## src/design/pct_pkg.sv

```systemverilog
// Shared types, sizes and codes of the prefix-code tree decoder.
package pct_pkg;

	// Table sizes
	localparam int MAX_SYMBOLS = 256;
	localparam int MAX_NODES   = 511;
	localparam int STACK_DEPTH = 256;

	// Field widths
	localparam int NODE_IDX_W  = 9;
	localparam int NODE_CNT_W  = 10;
	localparam int STK_ADDR_W  = 8;
	localparam int STK_CNT_W   = 9;
	localparam int LEAF_CNT_W  = 9;
	localparam int SYM_W       = 8;
	localparam int BIT_CNT_W   = 4;

	localparam logic [BIT_CNT_W-1:0] BYTE_BITS = 4'd8;

	// Action codes of an input word
	localparam logic [1:0] ACT_LOAD    = 2'd0;
	localparam logic [1:0] ACT_DECODE  = 2'd1;
	localparam logic [1:0] ACT_RESTART = 2'd2;

	// Node kinds
	localparam logic [1:0] KIND_OPEN  = 2'd0;
	localparam logic [1:0] KIND_LEAF  = 2'd1;
	localparam logic [1:0] KIND_INNER = 2'd2;

	typedef struct packed {
		logic [NODE_IDX_W-1:0] kid0;
		logic [NODE_IDX_W-1:0] kid1;
		logic [1:0]            nkids;
		logic [1:0]            kind;
		logic [SYM_W-1:0]      leafnum;
	} node_t;

	typedef struct packed {
		logic                  en;
		logic [NODE_IDX_W-1:0] addr;
		node_t                 data;
	} node_wr_t;

	typedef struct packed {
		logic                  en;
		logic [NODE_IDX_W-1:0] addr;
	} node_rd_t;

	typedef struct packed {
		logic             push;
		logic             flush;
		logic [SYM_W-1:0] symbol;
		logic             err;
	} emit_req_t;

	localparam node_t NODE_FRESH = '{
		kid0: '0, kid1: '0, nkids: 2'd0, kind: KIND_OPEN, leafnum: '0
	};

endpackage

```

## src/design/pct_ifs.sv

```systemverilog


interface pct_result_if;
	logic       valid;
	logic       ready;
	logic [7:0] symbol;
	logic       last_of_run;
	logic       tree_error;

	modport source (output valid, symbol, last_of_run, tree_error, input ready);
	modport sink   (input valid, symbol, last_of_run, tree_error, output ready);
endinterface

```

## src/design/pct_emit.sv

```systemverilog
// Symbol staging: holds the newest symbol back until its run end is known, then
// drives the output register.
module pct_emit (
	input  logic               clk,
	input  logic               arst_n,
	input  pct_pkg::emit_req_t emit,
	output logic               emit_ready,
	pct_result_if.source       result
);
	import pct_pkg::*;

	logic             pend_valid_q;
	logic [SYM_W-1:0] pend_sym_q;
	logic             pend_err_q;
	logic             out_valid_q;
	logic [SYM_W-1:0] out_sym_q;
	logic             out_last_q;
	logic             out_err_q;
	logic             slot_free;
	logic             load_out;
	logic             take_new;
	logic             drain;

	assign slot_free  = !out_valid_q || result.ready;
	assign emit_ready = !pend_valid_q || slot_free;
	assign take_new   = emit.push && emit_ready;
	assign drain      = emit.flush && emit_ready;
	assign load_out   = (emit.push || emit.flush) && pend_valid_q && slot_free;

	// Track pending and output occupancy
	always_ff @(posedge clk or negedge arst_n) begin
		if (!arst_n) begin
			pend_valid_q <= 1'b0;
			out_valid_q  <= 1'b0;
		end else begin
			if (take_new) begin
				pend_valid_q <= 1'b1;
			end else if (drain) begin
				pend_valid_q <= 1'b0;
			end
			if (load_out) begin
				out_valid_q <= 1'b1;
			end else if (result.ready) begin
				out_valid_q <= 1'b0;
			end
		end
	end

	// Advance payload from engine to pending to output
	always_ff @(posedge clk) begin
		if (take_new) begin
			pend_sym_q <= emit.symbol;
			pend_err_q <= emit.err;
		end
		if (load_out) begin
			out_sym_q  <= pend_sym_q;
			out_err_q  <= pend_err_q;
			out_last_q <= emit.flush;
		end
	end

	assign result.valid       = out_valid_q;
	assign result.symbol      = out_sym_q;
	assign result.last_of_run = out_last_q;
	assign result.tree_error  = out_err_q;

	a_push_flush_apart: assert property (@(posedge clk) disable iff (!arst_n)
		!(emit.push && emit.flush))
		else $error("symbol push and run flush in the same cycle");

endmodule

```

## src/flat_wrapper.sv

```systemverilog
// flat-port wrapper written by rule: the top's interface ports become plain ports
module pct_emit_flat import pct_pkg::*;
  (clk, arst_n, emit, emit_ready, result_valid, result_symbol, result_last_of_run, result_tree_error, result_ready);
  pct_result_if result_i ();
  input  logic clk;
  input  logic arst_n;
  input  pct_pkg::emit_req_t emit;
  output logic emit_ready;
  output wire logic [$bits(result_i.valid)-1:0] result_valid;
  output wire logic [$bits(result_i.symbol)-1:0] result_symbol;
  output wire logic [$bits(result_i.last_of_run)-1:0] result_last_of_run;
  output wire logic [$bits(result_i.tree_error)-1:0] result_tree_error;
  input wire logic [$bits(result_i.ready)-1:0] result_ready;
  assign result_valid = result_i.valid;
  assign result_symbol = result_i.symbol;
  assign result_last_of_run = result_i.last_of_run;
  assign result_tree_error = result_i.tree_error;
  assign result_i.ready = result_ready;
  pct_emit u_core (.clk(clk), .arst_n(arst_n), .emit(emit), .emit_ready(emit_ready), .result(result_i));
endmodule
```

## config.mk

```make
export PLATFORM = sky130hd
export DESIGN_NAME = pct_emit_flat
export DESIGN_NICKNAME = d
export VERILOG_FILES = /design/src/design/pct_pkg.sv /design/src/design/pct_ifs.sv /design/src/design/pct_emit.sv /design/src/flat_wrapper.sv
export SDC_FILE = /design/constraint.sdc
export NUM_CORES = 1
export LEC_CHECK = 0
export BUFFER_PORTS_ARGS = -buffer_cell sky130_fd_sc_hd__buf_2
export CAP_MARGIN = 40
export CORE_AREA = 2 2 45 47
export DETAILED_ROUTE_END_ITERATION = 10
export DIE_AREA = 0 0 47 49
export MAX_ROUTING_LAYER = met4
export PLACE_DENSITY = 0.62
export SKIP_LAST_GASP = 1
export SYNTH_ARGS = -nofsm -noshare
export SYNTH_HDL_FRONTEND = slang
export SYNTH_SLANG_ARGS = --single-unit
```

## constraint.sdc

```tcl
create_clock -name clk -period 3.6 [get_ports clk]
set_clock_uncertainty 0.05 [all_clocks]
set_input_delay 0.72 -clock clk [delete_from_list [all_inputs] [get_ports clk]]
set_output_delay 0.72 -clock clk [all_outputs]
set_load 0.02 [all_outputs]
```

==> results.md, run 1 <==
* Status: complete, no violations
* Clk buf depth at 2
* Fin. Hold Viols at 0
* Pwr dens at 515 nW/µm²
* Top Ports at 26
* Post-Route WL at 795 µm
* Fin nets at 75
* Iter 0 DRT Violations at 1
* Clock latency on the worst-skew pair at 0.28 ns
* CP Max Fanout at 3
* DP HPWL at 672 µm
* Actual slew at the worst max-slew pin at 0.792 ns
* Gr ovfl total at 0
* Max cap viols at 0
* Standard-cell rows at 16
* P&R area growth vs syn at 26.5%
* Fraction of layout cells with a size suffix above 1 at 51.7%
* DRC viols at 0
* Routed Antenna Nets at 0
* CTS tree: yes
* Die Area at 2300 µm²
* Fmax at 515 MHz
* Clock Tree Root: clkbuf_4
* Arr. time, crit path at 1.17 ns
* Postcts setup bufs at 0
* Synthesized Nets at 45
* Final Cycle Share at 54.0%
* Yosys reg bits at 21
* Clock transition at path regs at 0.10 ns
* Width of the die at about 47 µm
* Syn Area/Cell at 22.5 µm²
* Hold Buf Count CTS at 0
* RSZ-0062 raised after global routing: false
* FILL cells at 183
* WP data required at 2.83 ns
* Startpoint types: input pin
* # diodes at 0
* Slew headroom at 47.2%
* Number of port buffers at 25
* Largest net degree at the start of global routing at 12
* Global-route wire length before repair at roughly 1400 µm
* GRT Overall Usage at 8.59%
* CTS H-tree lvls at 1
* Setup TNS at 0 ns
* DR pass1 iterations at 2
* Vias per cell at about 4.0
* Post_cts resized at 0
* Die Y at 49 µm
* Initial core utilization at between 30 and 40%
* VDD IR max at 207 µV
* Synth Instances at 31
* CTS Buf Count at 3
* Ys Warns at 0
* Post-Place Cells at 83
* P_leak at 0.000353 µW
* Crit. End Element: primary output
* DR vias at 348
* Final setup viols at 0
* Drt wl/cell at between 9 and 10 µm
* Clock sinks at 21
* Crit path time final at 1.94 ns
* Max-slew violation count at 0
* Final cell count without fillers at 87
* Sequential-to-total area share from yosys stat at 88.9%
* Utilization after layout at 48.0%
* Vias in the first global route at approximately 340
* CORE AREA at 1840 µm²
* Netlist cell types at 10
* Commonest non-fill, non-tap cell in the layout: buf_2
* Initial antenna violation count at 0
* Cell Area, Synth at 698 µm²
* Commonest non-fill, non-tap cells in the layout: buf_2, edfxtp_1, clkbuf_4
* Critical path type: in2out
* Global placement routability congestion at ~0.66
* Hold Crit Class: in2async
## worst max-delay path, cell delays in order
cell and delay [ns]:
buf_2 0.12, nor2b_4 0.12, nand2_1 0.06, buf_2 0.15
## routing by layer
metal  vias up  track usage (%)  wire length, µm
met2        16             15.1              438
met3         0             3.33               68
met4         0             2.78                0
met1       158             8.19              287
li1        174                -                -
met5         -                -                0
## cell usage after synthesis
cell / instances / area, µm²
nor2b_4: 1 / 13.8
o21ai_0: 1 / 5.00
inv_1: 1 / 3.75
nand2_1: 2 / 7.51
dfrtp_1: 2 / 50.1
nand2b_4: 1 / 13.8
a31oi_4: 1 / 21.3
edfxtp_1: 19 / 571
nor2_1: 2 / 7.51
a21oi_1: 1 / 5.00
## area by class of cell
cell class / instances / area, µm² / area share (%)
clock buffer: 4 / 26.3 / 2.97
inverter: 1 / 3.75 / 0.425
multi-input combinational: 9 / 73.8 / 8.36
sequential: 21 / 621 / 70.3
tap: 27 / 33.8 / 3.82
timing repair buffer: 25 / 125 / 14.2
## worst paths after layout
path	from	end	slack, ns	cells after the start
max	result_ready	emit_ready	1.66	4
min	arst_n	u_core.result.valid	0.15	1
max reg2reg	u_core.result.valid	u_core.pend_sym_q[3]	1.98	2
min reg2reg	u_core.pend_sym_q[6]	u_core.result.symbol[6]	0.38	0
max in group asynchronous	arst_n	u_core.pend_valid_q	3.26	1
min in group clk	u_core.pend_sym_q[6]	u_core.result.symbol[6]	0.38	0
## through the flow
step                      power [µW]  area [µm²]  setup WS, ns  hold WS [ns]
after floorplan                  336         698          1.87         0.350
after global placement           358         857          1.63         0.351
after detailed placement         359         857          1.61         0.355
after CTS                        461         883          1.65         0.142
after global routing             480         883          1.64         0.125
final                            455         883          1.66         0.150
## kinds of logic after synthesis
family,after synthesis,synth area share [%]
buf+inv,1,0.537
simple gates,6,6.09
flops,21,88.9
compound gates,3,4.48
## registers in the layout (all words and copies together), names as in the netlist
name / count
u_core.pend_sym_q: 8
u_core.result.valid: 1
u_core.pend_err_q: 1
u_core.result.tree_error: 1
u_core.pend_valid_q: 1
u_core.result.symbol: 8
u_core.result.last_of_run: 1
## where the power goes
part	internal, µW	total, µW	switching [µW]
clock network	42.9	102	59.3
registers	291	297	5.74
logic	19.5	55.7	36.2
(Power assumes the default switching activity.)
==> inputs of run 2 (changes only) <==
- clock period: 3.6 -> 1.9 ns (I/O delays scaled with it)
==> run 2 against run 1 <==
Against the previous run:
- utilization is 0.95 points higher
- non-clock buffer count is 2 higher
- highest routed layer is now met4
- via count is 8.6% higher
- final cell count is 2.3% higher
- worst setup slack worse by 1.3 ns
- design area is 2.0% higher
- largest cell class unchanged
- critical path type is now reg2reg
- global-route usage is 0.85 points higher
- critical endpoint is now u_core.result.symbol[2]
- flip-flop and latch count stayed put
- largest power group unchanged
- count of clock-buffer cells in the layout stayed put
==> results.md, run 2 (same netlist as run 1, synthesis figures left out) <==
* Max-slew violation count at 0
* Clk buf depth at 2
* P&R area growth vs syn at 29.0%
* Status: complete, no violations
* Worst path bufs/invs at 0
* Actual slew at the worst max-slew pin at around 0.77 ns
* Crit. End Element: register
* Final Cycle Share at 83.0%
* Gr ovfl total at 0
* DRC viols at 0
* Pwr Total at 869 µW
* Register area at 621 µm²
* Dpl ws at 0.204 ns
* Clock transition at path regs at 0.10 ns
* CP max-delay cell: nor2_1
* Commonest non-fill, non-tap cell in the layout: buf_2
* Cell-by-cell trace of the critical path: nor2b_4 > nor2_1
* CTS Buf Count at 3
* Drt wl/cell at 9.97 µm
* # diodes at 0
* Clock Tree Root: clkbuf_4
* Max cap viols at 0
* Clock sinks at 21
* Pwr dens at 965 nW/µm²
* Fraction of layout cells with a size suffix above 1 at 51.6%
* P_leak at 0.000362 µW
* CP Max Fanout at 10
* Routed Antenna Nets at 0
* Startpoint types: register
* CP peak stage delay at roughly 0.6 ns
* Clock latency on the worst-skew pair at 0.28 ns
* Number of port buffers at 25
* Post-Route WL at between 800 and 900 µm
* DR pass1 iterations at 4
* RSZ-0062 raised after global routing: false
* GRT Overall Usage at 9.44%
* Fmax at about 630 MHz
* Global-route wire length before repair at roughly 1400 µm
* CP delay by family, top: simple AND/OR/NAND/NOR gates
* Critical path type: reg2reg
* CORE AREA at 1840 µm²
* Iter 0 DRT Violations at 3
* Final setup viols at 0
* Fin nets at 77
* Initial antenna violation count at 0
* Slew headroom at 48.6%
* FILL cells at 170
* Die Area at 2300 µm²
* VDD IR max at 427 µV
* Multi-input logic area at 73.8 µm²
* DR vias at 378
* Largest net degree at the start of global routing at 12
* Fin. Hold Viols at 0
* Setup TNS at 0 ns
* Die Y at 49 µm
* Top Ports at 26
* Width of the die at 47 µm
* WP data required at between 1.5 and 2 ns
* CTS H-tree lvls at 1
* Arr. time, crit path at 1.46 ns
* Initial core utilization at 37.9%
* Standard-cell rows at 16
* DP HPWL at 698 µm
* Hold Crit Class: in2reg
* Vias in the first global route at between 300 and 400
* Commonest non-fill, non-tap cells in the layout: buf_2, edfxtp_1, clkbuf_4
* Vias per cell at 4.25
* CTS tree: yes
* Crit path time final at 1.58 ns
* Global placement routability congestion at 0.653
* WHS at between 0.2 and 0.25 ns
* Min setup slack post-route at 0.323 ns
[run 2: cell count changes in the layout (fill, tap and decap cells not counted), sizes merged]
| cell | change |
|---|---|
| buf | +1 |
| dlygate4sd3 | +1 |
[run 2: final cells by class]
cell class | instances | area share (%)
multi-input combinational | 9 | 8.19
inverter | 1 | 0.417
clock buffer | 4 | 2.92
timing repair buffer | 27 | 15.8
sequential | 21 | 68.9
tap | 27 | 3.75
[run 2: through the flow]
stage | instance area (µm²) | instances | util (%)
2_1_floorplan | 698 | 31 | -
3_5_place_dp | 865 | 84 | 46.9
4_1_cts | 901 | 89 | 48.9
5_1_grt | 901 | 89 | 48.9
3_3_place_gp | 865 | 84 | 46.9
6_report | 901 | 89 | 48.9
[run 2: worst paths after layout]
kind / cells after the start / slack (ns) / endpoint / start
min: 1 / 0.21 / u_core.pend_sym_q[6] / emit[7]
min in group asynchronous: 2 / 0.34 / u_core.pend_valid_q / arst_n
max: 2 / 0.32 / u_core.result.symbol[2] / u_core.result.valid
min reg2reg: 0 / 0.38 / u_core.result.tree_error / u_core.pend_err_q
max reg2reg: 2 / 0.32 / u_core.result.symbol[2] / u_core.result.valid
max in group asynchronous: 2 / 1.36 / u_core.result.valid / arst_n
[run 2: layer usage]
metal | share of wire [%] | wire length, µm | global-route usage (%)
met5 | 0 | 0 | -
met4 | 2.8 | 25 | 6.94
met3 | 8.7 | 77 | 3.70
met2 | 51 | 453 | 15.1
met1 | 37 | 331 | 8.50
[run 2: timing repair]
| item | in CTS | in global routing |
|---|---|---|
| hold buffers | 1 | 0 |
| hold endpoints to repair | 2 | 0 |
| gates resized for setup | 0 | 0 |
| buffers inserted | 0 | 0 |
[run 2: report_power, final]
part	switching, µW	internal (µW)
clock	114	81.5
combinational	69.2	40.7
sequential	11.7	551
total	195	673
