$ cat src/design/pct_pkg.sv
// Shared types, sizes and codes of the prefix-code tree decoder.
package pct_pkg;

	// Table sizes
	localparam int MAX_SYMBOLS = 256;
	localparam int MAX_NODES   = 511;
	localparam int STACK_DEPTH = 256;

	// Field widths
	localparam int NODE_IDX_W  = 9;
	localparam int NODE_CNT_W  = 10;
	localparam int STK_ADDR_W  = 8;
	localparam int STK_CNT_W   = 9;
	localparam int LEAF_CNT_W  = 9;
	localparam int SYM_W       = 8;
	localparam int BIT_CNT_W   = 4;

	localparam logic [BIT_CNT_W-1:0] BYTE_BITS = 4'd8;

	// Action codes of an input word
	localparam logic [1:0] ACT_LOAD    = 2'd0;
	localparam logic [1:0] ACT_DECODE  = 2'd1;
	localparam logic [1:0] ACT_RESTART = 2'd2;

	// Node kinds
	localparam logic [1:0] KIND_OPEN  = 2'd0;
	localparam logic [1:0] KIND_LEAF  = 2'd1;
	localparam logic [1:0] KIND_INNER = 2'd2;

	typedef struct packed {
		logic [NODE_IDX_W-1:0] kid0;
		logic [NODE_IDX_W-1:0] kid1;
		logic [1:0]            nkids;
		logic [1:0]            kind;
		logic [SYM_W-1:0]      leafnum;
	} node_t;

	typedef struct packed {
		logic                  en;
		logic [NODE_IDX_W-1:0] addr;
		node_t                 data;
	} node_wr_t;

	typedef struct packed {
		logic                  en;
		logic [NODE_IDX_W-1:0] addr;
	} node_rd_t;

	typedef struct packed {
		logic             push;
		logic             flush;
		logic [SYM_W-1:0] symbol;
		logic             err;
	} emit_req_t;

	localparam node_t NODE_FRESH = '{
		kid0: '0, kid1: '0, nkids: 2'd0, kind: KIND_OPEN, leafnum: '0
	};

endpackage

$ cat src/design/pct_ifs.sv
// Handshake channels of the prefix-code tree decoder: input words and decoded symbols.
interface pct_item_if;
	logic       valid;
	logic       ready;
	logic [1:0] action;
	logic       tree_bit;
	logic [7:0] code_byte;
	logic [3:0] valid_bits;

	modport source (output valid, action, tree_bit, code_byte, valid_bits, input ready);
	modport sink   (input valid, action, tree_bit, code_byte, valid_bits, output ready);
endinterface


$ cat src/design/pct_engine.sv
// Sequencer: builds the code tree from parenthesis bits and walks it bit by bit
// through the shared node-table port.
module pct_engine (
	input  logic               clk,
	input  logic               arst_n,
	pct_item_if.sink           item,
	output pct_pkg::node_wr_t  node_wr,
	output pct_pkg::node_rd_t  node_rd,
	input  pct_pkg::node_t     node_q,
	output pct_pkg::emit_req_t emit,
	input  logic               emit_ready
);
	import pct_pkg::*;

	localparam logic [2:0] ST_IDLE     = 3'd0;
	localparam logic [2:0] ST_OP_PAR   = 3'd1;
	localparam logic [2:0] ST_OP_WR    = 3'd2;
	localparam logic [2:0] ST_CL_RD    = 3'd3;
	localparam logic [2:0] ST_CL_WR    = 3'd4;
	localparam logic [2:0] ST_DC_CUR   = 3'd5;
	localparam logic [2:0] ST_DC_CHILD = 3'd6;
	localparam logic [2:0] ST_DC_FLUSH = 3'd7;

	logic [2:0]            state_q, state_d;
	logic [STK_CNT_W-1:0]  stack_top_q, stack_top_d;
	logic [NODE_CNT_W-1:0] nodes_made_q, nodes_made_d;
	logic [LEAF_CNT_W-1:0] leaves_made_q, leaves_made_d;
	logic [NODE_IDX_W-1:0] walk_q, walk_d;
	logic                  err_q, err_d;
	logic [7:0]            byte_q, byte_d;
	logic [BIT_CNT_W-1:0]  nleft_q, nleft_d;
	logic [NODE_IDX_W-1:0] idx_q, idx_d;
	logic [NODE_IDX_W-1:0] newn_q, newn_d;
	logic [NODE_IDX_W-1:0] child_q, child_d;

	logic [NODE_IDX_W-1:0] stack_mem [STACK_DEPTH];
	logic                  stk_wr_en;
	logic [STK_ADDR_W-1:0] stk_wr_addr;
	logic [NODE_IDX_W-1:0] stk_wr_data;
	logic                  stk_rd_en;
	logic [STK_ADDR_W-1:0] stk_rd_addr;
	logic [NODE_IDX_W-1:0] stk_rd_q;

	logic                  accept;
	logic [STK_CNT_W-1:0]  top_m1;
	logic [BIT_CNT_W-1:0]  nbits_sat;
	logic                  cur_bit;
	logic                  walk_bad;
	logic [NODE_IDX_W-1:0] cur_child;

	assign item.ready = (state_q == ST_IDLE);
	assign accept     = item.valid && item.ready;
	assign top_m1     = stack_top_q - STK_CNT_W'(1);
	assign nbits_sat  = (item.valid_bits > BYTE_BITS) ? BYTE_BITS : item.valid_bits;
	assign cur_bit    = byte_q[7];
	assign cur_child  = cur_bit ? node_q.kid1 : node_q.kid0;
	assign walk_bad   = ({1'b0, walk_q} >= nodes_made_q) || (node_q.kind != KIND_INNER) ||
	                    (node_q.nkids <= {1'b0, cur_bit});

	// Build stack memory
	always_ff @(posedge clk) begin
		if (stk_wr_en) begin
			stack_mem[stk_wr_addr] <= stk_wr_data;
		end
		if (stk_rd_en) begin
			stk_rd_q <= stack_mem[stk_rd_addr];
		end
	end

	// Sequence loads and tree walks
	always_comb begin
		state_d       = state_q;
		stack_top_d   = stack_top_q;
		nodes_made_d  = nodes_made_q;
		leaves_made_d = leaves_made_q;
		walk_d        = walk_q;
		err_d         = err_q;
		byte_d        = byte_q;
		nleft_d       = nleft_q;
		idx_d         = idx_q;
		newn_d        = newn_q;
		child_d       = child_q;
		node_wr       = '0;
		node_rd       = '0;
		emit          = '0;
		stk_wr_en     = 1'b0;
		stk_wr_addr   = stack_top_q[STK_ADDR_W-1:0];
		stk_wr_data   = nodes_made_q[NODE_IDX_W-1:0];
		stk_rd_en     = 1'b0;
		stk_rd_addr   = top_m1[STK_ADDR_W-1:0];

		unique case (state_q)
			ST_IDLE: begin
				if (accept) begin
					unique case (item.action)
						ACT_LOAD: begin
							if (!item.tree_bit) begin
								// open: create node, push it, link it under the parent
								if (nodes_made_q >= NODE_CNT_W'(MAX_NODES) ||
								    stack_top_q >= STK_CNT_W'(STACK_DEPTH)) begin
									err_d = 1'b1;
								end else begin
									node_wr.en   = 1'b1;
									node_wr.addr = nodes_made_q[NODE_IDX_W-1:0];
									node_wr.data = NODE_FRESH;
									stk_wr_en    = 1'b1;
									newn_d       = nodes_made_q[NODE_IDX_W-1:0];
									stack_top_d  = stack_top_q + STK_CNT_W'(1);
									nodes_made_d = nodes_made_q + NODE_CNT_W'(1);
									if (stack_top_q != '0) begin
										stk_rd_en = 1'b1;
										state_d   = ST_OP_PAR;
									end
								end
							end else begin
								// close: pop the top node
								if (stack_top_q == '0) begin
									err_d = 1'b1;
								end else begin
									stack_top_d = top_m1;
									stk_rd_en   = 1'b1;
									state_d     = ST_CL_RD;
								end
							end
						end
						ACT_DECODE: begin
							if (nodes_made_q == '0) begin
								err_d = 1'b1;
							end else if (nbits_sat != '0) begin
								byte_d       = item.code_byte;
								nleft_d      = nbits_sat;
								node_rd.en   = 1'b1;
								node_rd.addr = walk_q;
								state_d      = ST_DC_CUR;
							end
						end
						ACT_RESTART: begin
							walk_d = '0;
						end
						default: begin
						end
					endcase
				end
			end
			ST_OP_PAR: begin
				node_rd.en   = 1'b1;
				node_rd.addr = stk_rd_q;
				idx_d        = stk_rd_q;
				state_d      = ST_OP_WR;
			end
			ST_OP_WR: begin
				node_wr.en   = 1'b1;
				node_wr.addr = idx_q;
				node_wr.data = node_q;
				if (node_q.nkids == 2'd0) begin
					node_wr.data.kid0  = newn_q;
					node_wr.data.nkids = 2'd1;
				end else begin
					node_wr.data.kid1  = newn_q;
					node_wr.data.nkids = 2'd2;
				end
				state_d = ST_IDLE;
			end
			ST_CL_RD: begin
				node_rd.en   = 1'b1;
				node_rd.addr = stk_rd_q;
				idx_d        = stk_rd_q;
				state_d      = ST_CL_WR;
			end
			ST_CL_WR: begin
				node_wr.en   = 1'b1;
				node_wr.addr = idx_q;
				node_wr.data = node_q;
				if (node_q.nkids == 2'd0) begin
					node_wr.data.kind    = KIND_LEAF;
					node_wr.data.leafnum = leaves_made_q[SYM_W-1:0];
					if (leaves_made_q >= LEAF_CNT_W'(MAX_SYMBOLS)) begin
						err_d = 1'b1;
					end else begin
						leaves_made_d = leaves_made_q + LEAF_CNT_W'(1);
					end
				end else begin
					node_wr.data.kind = KIND_INNER;
				end
				state_d = ST_IDLE;
			end
			ST_DC_CUR: begin
				// consume one code bit at the current node
				byte_d  = {byte_q[6:0], 1'b0};
				nleft_d = nleft_q - BIT_CNT_W'(1);
				if (walk_bad) begin
					err_d  = 1'b1;
					walk_d = '0;
					if (nleft_q == BIT_CNT_W'(1)) begin
						state_d = ST_DC_FLUSH;
					end else begin
						node_rd.en   = 1'b1;
						node_rd.addr = '0;
					end
				end else begin
					child_d      = cur_child;
					node_rd.en   = 1'b1;
					node_rd.addr = cur_child;
					state_d      = ST_DC_CHILD;
				end
			end
			ST_DC_CHILD: begin
				if ({1'b0, child_q} < nodes_made_q && node_q.kind == KIND_LEAF) begin
					// leaf: hand over the symbol and restart at the root
					if (emit_ready) begin
						emit.push   = 1'b1;
						emit.symbol = node_q.leafnum;
						emit.err    = err_q;
						walk_d      = '0;
						if (nleft_q == '0) begin
							state_d = ST_DC_FLUSH;
						end else begin
							node_rd.en   = 1'b1;
							node_rd.addr = '0;
							state_d      = ST_DC_CUR;
						end
					end
				end else begin
					// descend: read data already holds the child
					walk_d  = child_q;
					state_d = (nleft_q == '0) ? ST_DC_FLUSH : ST_DC_CUR;
				end
			end
			ST_DC_FLUSH: begin
				emit.flush = 1'b1;
				if (emit_ready) begin
					state_d = ST_IDLE;
				end
			end
			default: begin
				state_d = ST_IDLE;
			end
		endcase
	end

	// Control registers
	always_ff @(posedge clk or negedge arst_n) begin
		if (!arst_n) begin
			state_q       <= ST_IDLE;
			stack_top_q   <= '0;
			nodes_made_q  <= '0;
			leaves_made_q <= '0;
			walk_q        <= '0;
			err_q         <= 1'b0;
			nleft_q       <= '0;
		end else begin
			state_q       <= state_d;
			stack_top_q   <= stack_top_d;
			nodes_made_q  <= nodes_made_d;
			leaves_made_q <= leaves_made_d;
			walk_q        <= walk_d;
			err_q         <= err_d;
			nleft_q       <= nleft_d;
		end
	end

	// Working registers
	always_ff @(posedge clk) begin
		byte_q  <= byte_d;
		idx_q   <= idx_d;
		newn_q  <= newn_d;
		child_q <= child_d;
	end

	a_stack_bound: assert property (@(posedge clk) disable iff (!arst_n)
		stack_top_q <= STK_CNT_W'(STACK_DEPTH))
		else $error("build stack pointer past its depth");

	a_node_bound: assert property (@(posedge clk) disable iff (!arst_n)
		nodes_made_q <= NODE_CNT_W'(MAX_NODES))
		else $error("node count past table size");

	a_leaf_bound: assert property (@(posedge clk) disable iff (!arst_n)
		leaves_made_q <= LEAF_CNT_W'(MAX_SYMBOLS))
		else $error("leaf count past symbol range");

	a_walk_in_tree: assert property (@(posedge clk) disable iff (!arst_n)
		walk_q == '0 || {1'b0, walk_q} < nodes_made_q)
		else $error("walk pointer outside the built tree");

endmodule

$ cat src/flat_wrapper.sv
// flat-port wrapper written by rule: the top's interface ports become plain ports
module pct_engine_flat import pct_pkg::*;
  (clk, arst_n, node_wr, node_rd, node_q, emit, emit_ready, item_valid, item_action, item_tree_bit, item_code_byte, item_valid_bits, item_ready);
  pct_item_if item_i ();
  input  logic clk;
  input  logic arst_n;
  output pct_pkg::node_wr_t node_wr;
  output pct_pkg::node_rd_t node_rd;
  input  pct_pkg::node_t node_q;
  output pct_pkg::emit_req_t emit;
  input  logic emit_ready;
  input wire logic [$bits(item_i.valid)-1:0] item_valid;
  input wire logic [$bits(item_i.action)-1:0] item_action;
  input wire logic [$bits(item_i.tree_bit)-1:0] item_tree_bit;
  input wire logic [$bits(item_i.code_byte)-1:0] item_code_byte;
  input wire logic [$bits(item_i.valid_bits)-1:0] item_valid_bits;
  output wire logic [$bits(item_i.ready)-1:0] item_ready;
  assign item_i.valid = item_valid;
  assign item_i.action = item_action;
  assign item_i.tree_bit = item_tree_bit;
  assign item_i.code_byte = item_code_byte;
  assign item_i.valid_bits = item_valid_bits;
  assign item_ready = item_i.ready;
  pct_engine u_core (.clk(clk), .arst_n(arst_n), .item(item_i), .node_wr(node_wr), .node_rd(node_rd), .node_q(node_q), .emit(emit), .emit_ready(emit_ready));
endmodule
$ cat config.mk
export PLATFORM = sky130hd
export DESIGN_NAME = pct_engine_flat
export DESIGN_NICKNAME = d
export VERILOG_FILES = /design/src/design/pct_pkg.sv /design/src/design/pct_ifs.sv /design/src/design/pct_engine.sv /design/src/flat_wrapper.sv
export SDC_FILE = /design/constraint.sdc
export NUM_CORES = 2
export LEC_CHECK = 0
export BUFFER_PORTS_ARGS = -buffer_cell sky130_fd_sc_hd__buf_4
export CAP_MARGIN = 20
export CORE_MARGIN = 2
export CORE_UTILIZATION = 57
export CTS_CLUSTER_DIAMETER = 120
export DETAILED_ROUTE_END_ITERATION = 10
export PLACE_DENSITY = 0.76
export SYNTH_ARGS = -nofsm -noshare
export SYNTH_HDL_FRONTEND = slang
export SYNTH_SLANG_ARGS = --single-unit
$ cat constraint.sdc
create_clock -name clk -period 6.6 [get_ports clk]
set_input_delay 1.32 -clock clk [delete_from_list [all_inputs] [get_ports clk]]
set_output_delay 1.32 -clock clk [all_outputs]
set_load 0.05 [all_outputs]
==> flow_summary.ini <==
[cts]
clk_latency_ns = 0.86
cts-root-buf = clkbuf_16
cts_num_sinks = 2393
path_clk_slew_ns = 0.07
postCtsHoldBufs = 0
cts_inserted_buffers = 220
cts_resized = 0
clockBufferDepth = 3
post_cts.repair.setup_buffers = 0
cts_tree = built
htree_levels = 4

[finish]
multi_input_area_sq_um = 20900
fin_nets = 4480
final-seq-area_sq_um = 71700
syn_to_final_growth_pct = 12.0
layout-drive-gt1-share = 0.294
n_fill_cell = 10200
final_util = 0.643
diodes = 0

[routing]
post-route-drc-count = 0
route.vias.total = 46200
wirelength_mm = 229
first_iter_violations = 7771
via_per_inst = 6.82
dr.pass1.iters = 8
wl_per_cell_um = 33.8
postRouteAntennaNets = 0

[placed_design]
place_hpwl_mm = 129
place.gp.congestion = 0.904
port_buffers = 110

[yosys]
synth_top_flop_cell = edfxtp_1
syn-cell-area_sq_um = 93600
synth.yosys.seq_area_share = 0.765
synth-async-reset-ratio = 0.0188
synth_warnings = 0
syn_nets = 4237
synth_edf_count = 2348
yosys_register_bits = 2393
syn_inst = 4161
avgSynthCellArea_sq_um = 22.5
ys_types = 56

[die]
die_w_um = 409
fp.dieH_um = 409
rows = 148
ioPinCount = 111
core_sq_um = 163000
start_util = 0.575
die_area_sq_um = 168000

[power_and_ir_drop]
p_leak_nw = 31.0
peakVddDrop_mv = 0.570
power_mw = 38.6
p_per_area_nw_per_um2 = 368

[setup_path]
crit_path_start_kind = flop
worst_setup_path_end_kind = output pin
worstPathMaxFanout = 49
timing.rr.start = u_core.stack_top_q[0]
reg2reg_setup_slack_ns = 1.44
rr_worst_depth = 9
r2r-end = u_core.stk_rd_q[6]
cp.arrival_ns = 4.20
crit_type = flop to output pin
required_ns = 5.28

[timing]
fin_setup_tns_ns = 0
slew_viol_final = 0
post-route-period-util = 0.836
finalSetupViolations = 0
maxSlewHeadroom = 0.263
fin_crit_ns = 5.52
clock_skew_ns = 0.0242
worst_slew_pin_slew_ns = 1.10
fmax_ghz = 0.181
rsz0062_at_grt = no
finalHoldViolCount = 0

[run]
drv_cap = 0

[global_route]
grt_max_degree = 181
grt_pass1_wl_mm = 329
antenna_found_initial = 10
grt_pass1_vias = 45200
overflow = 0
grt.total_usage = 0.274

[worst_hold_path]
hold_depth = 1
holdPathEnd = u_core.err_q
hold_path_class = flop to flop
hp-start = u_core.err_q

[status]
status = complete, no violations
[kinds of logic (layout without fill, tap and decap cells)]
group                      count (synthesis)  in the layout  synth area share
DFF                                     2393           2393             0.765
muxes                                    731            731             0.175
and+or+nand+nor                          500            500            0.0230
buffers and inverters                    257            690            0.0126
AOI/OAI and AO/OA                        223            223            0.0184
xor gates and xnor gates                  30             30           0.00281
adders and majority gates                 27             27           0.00361
[area by class of cell]
type / count / share of cell area
timing repair buffer: 253 / 0.0204
clock inverter: 152 / 0.0142
sequential: 2393 / 0.684
inverter: 25 / 0.000895
tap: 2175 / 0.0260
clock buffer: 260 / 0.0551
multi-input combinational: 1511 / 0.200
[power breakdown]
part	leakage [nW]	internal (mW)	switching [mW]	total [mW]
clock network	3.53	7.24	5.57	12.8
logic	7.27	3.43	5.59	9.02
registers	20.2	16.6	0.199	16.8
[Yosys cell counts, types with 2 or more instances]
cell type  count  area (sq um)
edfxtp_1    2348         70500
mux4_2       720         16200
nor2_1       290          1090
clkbuf_1     133           499
nand2_1       93           349
a22o_1        69           604
buf_2         68           340
a22oi_1       46           345
dfrtp_1       45          1130
ha_1          27           338
inv_1         24          90.1
nand3_1       23           115
a21oi_1       22           110
a221oi_1      19           166
xnor2_1       19           166
a21o_1        17           128
nor2b_1       16           100
and2_1        14          87.6
nand4_1       14          87.6
and3_1        13          81.3
nor3_1        13          65.1
buf_6         12           135
o21ai_0       12          60.1
o221ai_1      11          96.3
xor2_1        11          96.3
buf_4         10          75.1
mux2_2        10           113
buf_1          8          30.0
nand2b_1       5          31.3
a31oi_1        4          25.0
nor4_1         4          25.0
o21bai_1       4          30.0
and4_1         3          26.3
o22ai_1        3          18.8
or2_2          3          18.8
or3_1          3          18.8
a211oi_1       2          15.0
a41o_1         2          20.0
nor3b_1        2          15.0
nor4b_1        2          17.5
o31ai_1        2          15.0
[state kept, by name, summed over array words and instances, names as in the netlist, 9 cells and up]
name	flops
u_core.leaves_made_q	9
u_core.walk_q	9
u_core.nodes_made_q	10
u_core.stack_mem	2304
u_core.idx_q	9
u_core.child_q	9
u_core.stk_rd_q	9
u_core.newn_q	9
u_core.stack_top_q	9
[worst max-delay path: stages (launching register included)]
cell,delay [ns]
dfrtp_4,0.85
inv_1,0.22
ha_1,0.35
a21o_1,0.16
a21oi_1,0.19
nor2_1,0.06
nor4b_1,0.31
o31ai_1,0.19
nor2_1,0.53
nand2_1,0.11
nand4_1,0.15
buf_4,0.23
[per-layer routing]
metal	wire [um]	vias to the layer above	GRT usage
met5	50	-	0
met4	6820	8	0.0821
met3	26700	410	0.0624
met2	111000	3338	0.426
met1	84500	24300	0.395
li1	-	18100	-
[per-stage QoR]
stage               hold WS, ns  setup slack [ns]  cells  cell area (sq um)
global route              0.477             0.795   6769             105000
finish                    0.464              1.08   6769             105000
CTS                       0.462             0.976   6767             105000
floorplan                 0.426             0.655   4161              93600
detailed placement        0.448              1.68   6355              97600
global placement          0.449              1.67   6355              97600
[cell usage in the layout (no fill, tap or decap), types with 16 or more instances in the layout]
cell	n
edfxtp_1	2348
mux4_2	720
nor2_1	286
buf_4	232
clkbuf_16	223
nand2_1	93
a22o_1	69
clkinv_1	52
a22oi_1	46
clkinv_2	41
dfrtp_1	35
clkbuf_1	31
ha_1	26
bufinv_16	25
inv_1	24
a21oi_1	22
a221oi_1	19
buf_12	19
a21o_1	17
xnor2_1	17
clkinvlp_4	17
nor2b_1	16
[how the worst max path moves through the flow]
stage / from / end / slack (ns) / depth (start not counted)
final: u_core.nodes_made_q[7] / node_rd[9] / 1.08 / 11
after floorplan: u_core.nodes_made_q[7] / node_rd[9] / 0.66 / 11
after global routing: u_core.nodes_made_q[7] / node_wr[39] / 0.80 / 7
after CTS: u_core.nodes_made_q[7] / node_wr[39] / 0.98 / 7
after detailed placement: u_core.stack_top_q[0] / u_core.stk_rd_q[6] / 1.68 / 9
after global placement: u_core.stack_top_q[0] / u_core.stk_rd_q[7] / 1.67 / 9
No activity file was read; power rests on OpenSTA's default activity.
